**config.mk**
```make
export PLATFORM = sky130hd
export DESIGN_NAME = timestamp_reorder_window
export DESIGN_NICKNAME = d
export VERILOG_FILES = /design/src/design/trw_pkg.sv /design/src/design/trw_store.sv /design/src/design/timestamp_reorder_window.sv
export SDC_FILE = /design/constraint.sdc
export NUM_CORES = 2
export LEC_CHECK = 0
export BUFFER_PORTS_ARGS = -buffer_cell sky130_fd_sc_hd__buf_2
export CAP_MARGIN = 5
export CELL_PAD_IN_SITES_DETAIL_PLACEMENT = 0
export CELL_PAD_IN_SITES_GLOBAL_PLACEMENT = 1
export CORE_UTILIZATION = 50
export CTS_CLUSTER_DIAMETER = 120
export DETAILED_ROUTE_END_ITERATION = 7
export PLACE_DENSITY = 0.79
export SYNTH_ARGS = -nofsm -noshare
export SYNTH_HDL_FRONTEND = slang
export SYNTH_SLANG_ARGS = --single-unit
```
**constraint.sdc**
```tcl
create_clock -name aclk -period 17.49 [get_ports aclk]
set_input_delay 5.247 -clock aclk [delete_from_list [all_inputs] [get_ports aclk]]
set_output_delay 5.247 -clock aclk [all_outputs]
set_load 0.03 [all_outputs]
```
**src/design/trw_pkg.sv**
```systemverilog
package trw_pkg;

    localparam int STAMP_W = 48;
    localparam int TAG_W   = 16;
    localparam int THR_W   = 6;
    localparam int DATA_W  = 2 * STAMP_W + TAG_W;

    localparam logic [THR_W-1:0] THR_RESET = THR_W'(20);

    localparam logic KIND_INSERT = 1'b0;
    localparam logic KIND_FLUSH  = 1'b1;

    typedef struct packed {
        logic        [TAG_W-1:0]   tag;
        logic signed [STAMP_W-1:0] present;
        logic signed [STAMP_W-1:0] decode;
    } entry_t;

    typedef enum logic [7:0] {
        ST_IDLE     = 8'b0000_0001,
        ST_CHECK    = 8'b0000_0010,
        ST_SCAN     = 8'b0000_0100,
        ST_SHIFT_RD = 8'b0000_1000,
        ST_SHIFT_WR = 8'b0001_0000,
        ST_FIX      = 8'b0010_0000,
        ST_DRIFT    = 8'b0100_0000,
        ST_OUT      = 8'b1000_0000
    } state_t;

endpackage

```
**src/design/trw_store.sv**
```systemverilog
module trw_store #(
    parameter int DEPTH = 32,
    parameter int IDX_W = 5
) (
    input  logic                 aclk,
    input  logic                 wr_en,
    input  logic [IDX_W-1:0]     wr_addr,
    input  trw_pkg::entry_t      wr_data,
    input  logic [IDX_W-1:0]     rd_addr,
    output trw_pkg::entry_t      rd_data
);
    import trw_pkg::*;

    entry_t mem [DEPTH];
    entry_t rd_data_reg;

    always_ff @(posedge aclk) begin
        if (wr_en) begin
            mem[wr_addr] <= wr_data;
        end
        rd_data_reg <= mem[rd_addr];
    end

    assign rd_data = rd_data_reg;

endmodule

```
**src/design/timestamp_reorder_window.sv**
```systemverilog
// Channel  Dir  tdata (low bit up)                        tuser         tlast
// s_       in   decode_stamp, present_stamp, packet_tag   kind          -
// m_       out  out_decode_stamp, out_present_stamp,      was_shifted   last_of_run
//               out_tag
// cfg_     in   cfg_wdata = emit_threshold, written when cfg_wen is high
//
// Each emit scans the held entries (one per cycle through the store's read port),
// then closes the gap by reading and rewriting each later entry (ST_SHIFT_RD, then
// ST_SHIFT_WR), then steps through ST_FIX, ST_DRIFT and ST_OUT for the fix and the
// output; each emit follows a check. An item is accepted in idle and ends with a final check.
// s_tready is high only in the idle state; the block accepts a new item while the
// last result of the previous one still waits in the output register.
// A stalled m_ side holds the sequencer before each result. Reset empties the window
// and sets the threshold to 20; store contents are not cleared.
module timestamp_reorder_window #(
    parameter int WINDOW_CAPACITY = 32
) (
    input  logic                         aclk,
    input  logic                         aresetn,
    input  logic                         cfg_wen,
    input  logic [trw_pkg::THR_W-1:0]    cfg_wdata,
    input  logic                         s_tvalid,
    output logic                         s_tready,
    input  logic [trw_pkg::DATA_W-1:0]   s_tdata,   // decode_stamp, present_stamp, packet_tag
    input  logic                         s_tuser,   // kind
    output logic                         m_tvalid,
    input  logic                         m_tready,
    output logic [trw_pkg::DATA_W-1:0]   m_tdata,   // out_decode_stamp, out_present_stamp, out_tag
    output logic                         m_tuser,   // was_shifted
    output logic                         m_tlast
);
    import trw_pkg::*;

    localparam int IDX_W = $clog2(WINDOW_CAPACITY);
    localparam int CNT_W = $clog2(WINDOW_CAPACITY + 1);

    state_t state_reg, state_next;
    logic [THR_W-1:0]   thr_reg, thr_next;
    logic [CNT_W-1:0]   count_reg, count_next;
    logic               flush_reg, flush_next;
    logic [IDX_W-1:0]   scan_idx_reg, scan_idx_next;
    logic [IDX_W-1:0]   best_idx_reg, best_idx_next;
    entry_t             best_reg, best_next;
    logic [IDX_W-1:0]   sh_idx_reg, sh_idx_next;
    logic               cond_reg, cond_next;
    logic [STAMP_W-1:0] target_reg, target_next;
    logic [STAMP_W-1:0] drift_reg, drift_next;
    logic [STAMP_W-1:0] prev_reg, prev_next;
    logic               prev_valid_reg, prev_valid_next;
    logic               m_tvalid_reg, m_tvalid_next;
    logic [DATA_W-1:0]  m_tdata_reg, m_tdata_next;
    logic               m_tuser_reg, m_tuser_next;
    logic               m_tlast_reg, m_tlast_next;

    logic               wr_en;
    logic [IDX_W-1:0]   wr_addr;
    entry_t             wr_data;
    logic [IDX_W-1:0]   rd_addr;
    entry_t             rd_data;

    logic [CNT_W-1:0]   thr_eff;
    entry_t             in_entry;
    entry_t             res;
    logic               more;
    logic               last;

    trw_store #(
        .DEPTH (WINDOW_CAPACITY),
        .IDX_W (IDX_W)
    ) u_store (
        .aclk    (aclk),
        .wr_en   (wr_en),
        .wr_addr (wr_addr),
        .wr_data (wr_data),
        .rd_addr (rd_addr),
        .rd_data (rd_data)
    );

    assign in_entry = entry_t'(s_tdata);
    assign s_tready = (state_reg == ST_IDLE);
    assign m_tvalid = m_tvalid_reg;
    assign m_tdata  = m_tdata_reg;
    assign m_tuser  = m_tuser_reg;
    assign m_tlast  = m_tlast_reg;

    always_comb begin
        if (thr_reg == '0) begin
            thr_eff = CNT_W'(1);
        end else if (32'(thr_reg) > 32'(WINDOW_CAPACITY)) begin
            thr_eff = CNT_W'(WINDOW_CAPACITY);
        end else begin
            thr_eff = CNT_W'(thr_reg);
        end
    end

    assign more = (count_reg != '0) && (flush_reg || (count_reg >= thr_eff));
    assign last = flush_reg ? (count_reg == '0) : (count_reg < thr_eff);

    always_comb begin
        res.tag     = best_reg.tag;
        res.decode  = cond_reg ? target_reg : best_reg.decode;
        res.present = cond_reg ? best_reg.present + drift_reg : best_reg.present;
    end

    always_comb begin
        state_next      = state_reg;
        thr_next        = cfg_wen ? cfg_wdata : thr_reg;
        count_next      = count_reg;
        flush_next      = flush_reg;
        scan_idx_next   = scan_idx_reg;
        best_idx_next   = best_idx_reg;
        best_next       = best_reg;
        sh_idx_next     = sh_idx_reg;
        cond_next       = cond_reg;
        target_next     = target_reg;
        drift_next      = drift_reg;
        prev_next       = prev_reg;
        prev_valid_next = prev_valid_reg;
        m_tvalid_next   = m_tvalid_reg && !m_tready;
        m_tdata_next    = m_tdata_reg;
        m_tuser_next    = m_tuser_reg;
        m_tlast_next    = m_tlast_reg;
        wr_en           = 1'b0;
        wr_addr         = IDX_W'(count_reg);
        wr_data         = in_entry;
        rd_addr         = '0;

        unique case (state_reg)
            ST_IDLE: begin
                if (s_tvalid) begin
                    flush_next = (s_tuser == KIND_FLUSH);
                    state_next = ST_CHECK;
                    if (s_tuser == KIND_INSERT && count_reg < CNT_W'(WINDOW_CAPACITY)) begin
                        wr_en      = 1'b1;
                        count_next = count_reg + 1'b1;
                    end
                end
            end
            ST_CHECK: begin
                scan_idx_next = '0;
                if (more) begin
                    state_next = ST_SCAN;
                end else begin
                    if (flush_reg) begin
                        prev_valid_next = 1'b0;
                    end
                    state_next = ST_IDLE;
                end
            end
            ST_SCAN: begin
                rd_addr = scan_idx_reg + 1'b1;
                if (scan_idx_reg == '0 || rd_data.decode < best_reg.decode) begin
                    best_next     = rd_data;
                    best_idx_next = scan_idx_reg;
                end
                scan_idx_next = scan_idx_reg + 1'b1;
                if (CNT_W'(scan_idx_reg) + 1'b1 == count_reg) begin
                    sh_idx_next = best_idx_next;
                    state_next  = ST_SHIFT_RD;
                end
            end
            ST_SHIFT_RD: begin
                rd_addr = sh_idx_reg + 1'b1;
                if (CNT_W'(sh_idx_reg) + 1'b1 < count_reg) begin
                    state_next = ST_SHIFT_WR;
                end else begin
                    state_next = ST_FIX;
                end
            end
            ST_SHIFT_WR: begin
                wr_en       = 1'b1;
                wr_addr     = sh_idx_reg;
                wr_data     = rd_data;
                sh_idx_next = sh_idx_reg + 1'b1;
                state_next  = ST_SHIFT_RD;
            end
            ST_FIX: begin
                count_next  = count_reg - 1'b1;
                cond_next   = prev_valid_reg && (best_reg.decode <= $signed(prev_reg));
                target_next = prev_reg + 1'b1;
                state_next  = ST_DRIFT;
            end
            ST_DRIFT: begin
                drift_next = target_reg - best_reg.decode;
                state_next = ST_OUT;
            end
            ST_OUT: begin
                if (!m_tvalid_reg || m_tready) begin
                    m_tvalid_next   = 1'b1;
                    m_tdata_next    = DATA_W'(res);
                    m_tuser_next    = cond_reg;
                    m_tlast_next    = last;
                    prev_next       = res.decode;
                    prev_valid_next = 1'b1;
                    state_next      = ST_CHECK;
                end
            end
            default: begin
                state_next = ST_IDLE;
            end
        endcase
    end

    always_ff @(posedge aclk) begin
        if (!aresetn) begin
            state_reg      <= ST_IDLE;
            thr_reg        <= THR_RESET;
            count_reg      <= '0;
            flush_reg      <= 1'b0;
            prev_reg       <= '0;
            prev_valid_reg <= 1'b0;
            m_tvalid_reg   <= 1'b0;
        end else begin
            state_reg      <= state_next;
            thr_reg        <= thr_next;
            count_reg      <= count_next;
            flush_reg      <= flush_next;
            prev_reg       <= prev_next;
            prev_valid_reg <= prev_valid_next;
            m_tvalid_reg   <= m_tvalid_next;
        end
    end

    always_ff @(posedge aclk) begin
        scan_idx_reg <= scan_idx_next;
        best_idx_reg <= best_idx_next;
        best_reg     <= best_next;
        sh_idx_reg   <= sh_idx_next;
        cond_reg     <= cond_next;
        target_reg   <= target_next;
        drift_reg    <= drift_next;
        m_tdata_reg  <= m_tdata_next;
        m_tuser_reg  <= m_tuser_next;
        m_tlast_reg  <= m_tlast_next;
    end

endmodule
```
Yosys cells after proc, flatten, opt, wreduce, memory -nomap -nowiden. Memory sizes are Yosys's and may differ from the RTL's. A register that Yosys moved wholly into a read port is not among the register bits. Cells that the tools add are included.

Register bits: 409. Memory bits (writable): 3584. Bits of input ports: 124. Output and inout port bits: 116. Word-level logic and storage cells: 108. Memories kept: 1.

$add $sub $neg: 9. $lt $le $gt $ge: 7. Equality and inequality tests: 15. Multiplexer cells: 32. Bitwise operators: 1. Reduce and logical (&&, ||, !) cells: 24.

Memory list: u_store.mem (words 32, bits a word 112, rd ports 1, clocked after memory_dff 1, wr ports 1, RTL line trw_store.sv:14) `entry_t mem [DEPTH];`.

Operators by type and width (number): two-way mux 112 bit (1); two-way mux 48 bit (2); one-hot mux 8 bit (8 select lines) (1); adder 48 x 1 -> 48 bit (second input constant) (1); adder 48 bit (1); less-or-equal comparator 48 bit (1); less-than comparator 48 bit (1); subtractor 48 bit (1); two-way mux 6 bit (5); one-hot mux 5 bit (2 select lines) (3); two-way mux 8 bit (3); two-way mux 5 bit (3); adder 5 x 1 -> 6 bit (second input constant) (2); logical NOT 6 bit (2); less-than comparator 6 bit (2); one-hot mux 6 bit (2 select lines) (1); adder 5 x 1 -> 5 bit (second input constant) (2); two-way mux 1 bit (10); != test 2 bit (second input constant) (5); equality test 8 x 1 -> 1 bit (second input constant) (1); equality test 8 x 2 -> 1 bit (second input constant) (1); equality test 8 x 3 -> 1 bit (second input constant) (1); equality test 8 x 4 -> 1 bit (second input constant) (1); equality test 8 x 5 -> 1 bit (second input constant) (1); 22 further kinds (36).

Longest topological paths before layout.
Depth after elaboration: 8. Gate-level depth with buffers: 14. Mapped depth without buffers: 12.

Hierarchy. Synthesis repeated with hierarchy kept, for this count alone.

Cells, all modules: 8989. Area total of the unflattened synthesis: 162925.0 um2.

By module, submodules not included: trw_store (times used 1, cells each 6523, area each 138226.3 um2, sequential area each 109865.4 um2); timestamp_reorder_window (times used 1, cells each 2466, area each 24698.7 um2, sequential area each 11571.1 um2).

Worst setup path after synthesis. No wires, ideal clock.

Path type: input to register. Start point: input port s_tvalid. End point: memory u_store.mem[27][0] in the netlist's numbering, enable pin. Setup time: 585 ps. Arrival: 10657 ps. Required time: 16905 ps. Setup slack: 6248 ps. Stages on the path: 5. Path buffers: 0. Cells stage by stage: nand2_1 nor3_1 and3_1 a31oi_1 nor2_1.

Cells in the longest elaborated chain, start to end: 4.

Ends and longest elaborated chain: start: declaration (RTL line timestamp_reorder_window.sv:22) `input logic s_tvalid,`; two-way mux 1 bit (RTL line timestamp_reorder_window.sv:130) `if (s_tvalid) begin`; one-hot mux 1 bit (2 select lines) (RTL line timestamp_reorder_window.sv:128) `unique case (state_reg)`; two-way mux 1 bit (RTL line trw_store.sv:18) `if (wr_en) begin`; two-way mux 1 bit (not written as such) (RTL line trw_store.sv:19) `mem[wr_addr] <= wr_data;`; end: declaration (RTL line trw_store.sv:14).

Every way passes these cells.

Worst setup path in the final report.
Start point: input port s_tvalid. End point: memory u_store.mem[29][86] in the netlist's numbering, enable pin.

Same word-level chain as after synthesis.

==> summary.txt <==
CTS
  – Clock transition at path regs: 60 ps
  – Post CTS Setup Buffer Count: 0
  – CTS Sinks: 4105
  – Clock latency on the worst-skew pair: 1010 ps
  – Cells resized by post-CTS repair: 0
  – Clock root buffer: clkbuf_16
  – H-tree depth: 5
  – Post-CTS Hold Buffers: 0
  – CTS tree: yes
  – Clock Tree Buf Depth: 4
  – CTS buffer count: 417

Synthesis
  – Synth async-reset ratio: 0%
  – Synth cell count leaders: nand2_1, edfxtp_1, nand3_1
  – Post-Synth XOR/XNOR Area: 0.770%
  – Simple-Gate Fraction of Synth Area: 15.8%
  – Post-synthesis mux area share: 0.612%
  – Most numerous cell in the Yosys netlist: nand2_1
  – Yosys cell types: 91
  – Post-synth top area cell: edfxtp_1
  – Syn. warnings: 0
  – Mapped Nets: 13500
  – Main combinational cell family by area after synthesis: simple AND/OR/NAND/NOR gates
  – Post-synth top area share: 69.9%
  – Synthesized-area fraction occupied by ao, oa, aoi and oai cells: 6.67%
  – Synthesized area per cell: 12.8 um^2
  – Number of flops mapped to enable cells by yosys: 3922
  – Synth Flop Type: edfxtp_1
  – Largest cells by area after synthesis: edfxtp_1, nand2_1, nand3_1
  – Seq/Total Area, Yosys: 72.1%
  – Mapped Cells: 13200
  – Adder-cell share of the synthesized area: 1.58%
  – Synthesized area: 168000 um^2
  – Number of synthesized register bits: 4105

Route
  – Routed vias: 111000
  – Initial drt markers: 14400
  – Wire length per cell: 27.6 um
  – Final ANT Viol Nets: 0
  – Vias/cell: 6.16
  – Final wirelength: 496 mm
  – Number of remaining DRC errors: 0
  – TritonRoute pass-1 iters: 6

STA
  – Final hold violations: 0
  – Worst Tran Pin Value: 1280 ps
  – # setup viols final: 0
  – Crit share post-route: 49.1%
  – Final TNS setup: 0 ps
  – Layout Skew: 53.8 ps
  – Slew HR: 14.3%
  – FMAX: 116 MHz
  – RSZ-0062 raised after global routing: no
  – Final min period: 8590 ps
  – Final Max Slew Viols: 0

Job
  – Maxcap violations: 0

Min path
  – Hold Crit Class: reg -> reg
  – Hold_sp: u_store.rd_data[70]$_DFF_P_

Pwr
  – PnR Total Power: 20.1 mW
  – Worst VDD drop: 0.0000870 V
  – Leakage dissipation: 64.3 nW
  – Power Density: 107 nW/um^2

Finish
  – Register area: 121000 um^2
  – Area growth syn-to-layout: 11.5%
  – Footprint of the multi-input gates: 43200 um^2
  – Post-layout net count: 13500
  – Layout cells sized above 1: 8.89%
  – FILL cells: 26600
  – Final std cells w/o fill: 17900
  – Max FFs per register: 3584
  – Top reg by flops: u_store.mem

Critical path
  – RR Startpoint: scan_idx_reg[0]$_SDFFCE_PN0P_
  – CP max-delay cell: nor2_4
  – Crit-path max FO: 34
  – CP Cell Sequence: buf_2, nand2_1, nor3_1, buf_4, a32oi_1, buf_4, nor2_4, buf_4, buf_4, buf_4
  – Max stage delay on crit path: 870 ps
  – CP startpoint: s_tvalid
  – Element type at the critical path end: register
  – Element type at the critical path start: input port
  – Worst-case register-to-register setup slack: 11450 ps
  – Crit path arrival time: 9180 ps
  – Most frequent CP cell: buf_4
  – CP required: 18080 ps
  – Crit path kind: in -> reg

GRT
  – Tot GR Track Use: 28.6%
  – Grt ovf: 0
  – Vias in the first global route: 106000
  – Initial antenna violation count: 26
  – First-pass GRT wire length: 716 mm
  – Maximum number of pins on one net before global-route repair: 168

Floorplanning
  – Starting Density: 50.4%
  – I/O Pins: 240
  – Rows: 212
  – Die area: 339000 um^2
  – Die height: 582 um
  – Die W: 582 um
  – Core ar.: 334000 um^2

Status
  – Status: complete, no violations

Placed design
  – DP Cell Count: 17200
  – Post-DP HPWL: 270 mm
  – PortBufs: 239
  – RePlAce Congestion: 0.857
[per-layer routing]
layer / track usage (%) / share of wire, %
met5: 0 / 0.011
met4: 9.48 / 3.4
met3: 5.12 / 10
met2: 46.1 / 47
met1: 39.4 / 39
[per-stage QoR]
stage	hold WS [ps]	setup WS, ps	instance area, um^2	util (%)
floorplan	400	6250	168000	-
global placement	410	7920	174000	52.0
detailed placement	405	7910	174000	52.0
CTS	430	8950	188000	56.1
global route	440	8760	188000	56.1
finish	417	8900	188000	56.2
[placed cells by master (no fill, tap or decap), drive strengths merged, types with 72 or more instances in the layout]
cell type     n
clkinv      181
a311oi      674
edfxtp     3922
buf         451
a311o       113
inv         162
nand2      4085
a21o        109
dfxtp       183
nor2        131
and3        356
nor2b        72
o21ai       119
ha          208
o31ai       116
nand3      1401
clkbuf      518
xnor2       110
a21oi       142
[critical path: cells and delay by family]
kind	cells	cell delay, ps
buffers and inverters	6	2550
and+or+nand+nor	3	1160
AOI/OAI and AO/OA	1	130
[cell families after synthesis]
family | after synthesis
muxes | 98
AOI/OAI and AO/OA | 1412
xor gates and xnor gates | 148
DFF | 4105
adders and majority gates | 211
and+or+nand+nor | 6218
buffers and inverters | 1012
[path summary, 6_finish.rpt]
kind                              endpoint  depth (start not counted)
max          u_store.mem[29][86]$_DFFE_PP_                         10
min                 best_reg[70]$_DFFE_PP_                          0
max reg2reg    u_store.rd_data[59]$_DFF_P_                         13
min reg2reg         best_reg[70]$_DFFE_PP_                          0
[report_power, final]
group / switching (mW) / internal, mW / leakage, nW
clock network: 3.82 / 5.16 / 6.76
registers: 0.0415 / 10.8 / 36.7
logic: 0.254 / 0.0692 / 20.8
[layout make-up]
class	instances	share of cell area, %
Antenna cell	2	0.00267
Clock inverter	253	1.39
Inverter	145	0.290
Sequential cell	4105	64.7
Tap cell	4387	2.92
Multi-Input combinational cell	8087	23.0
Timing Repair Buffer	451	1.73
Clock buffer	518	5.94
No activity file was read; power rests on OpenSTA's default activity.
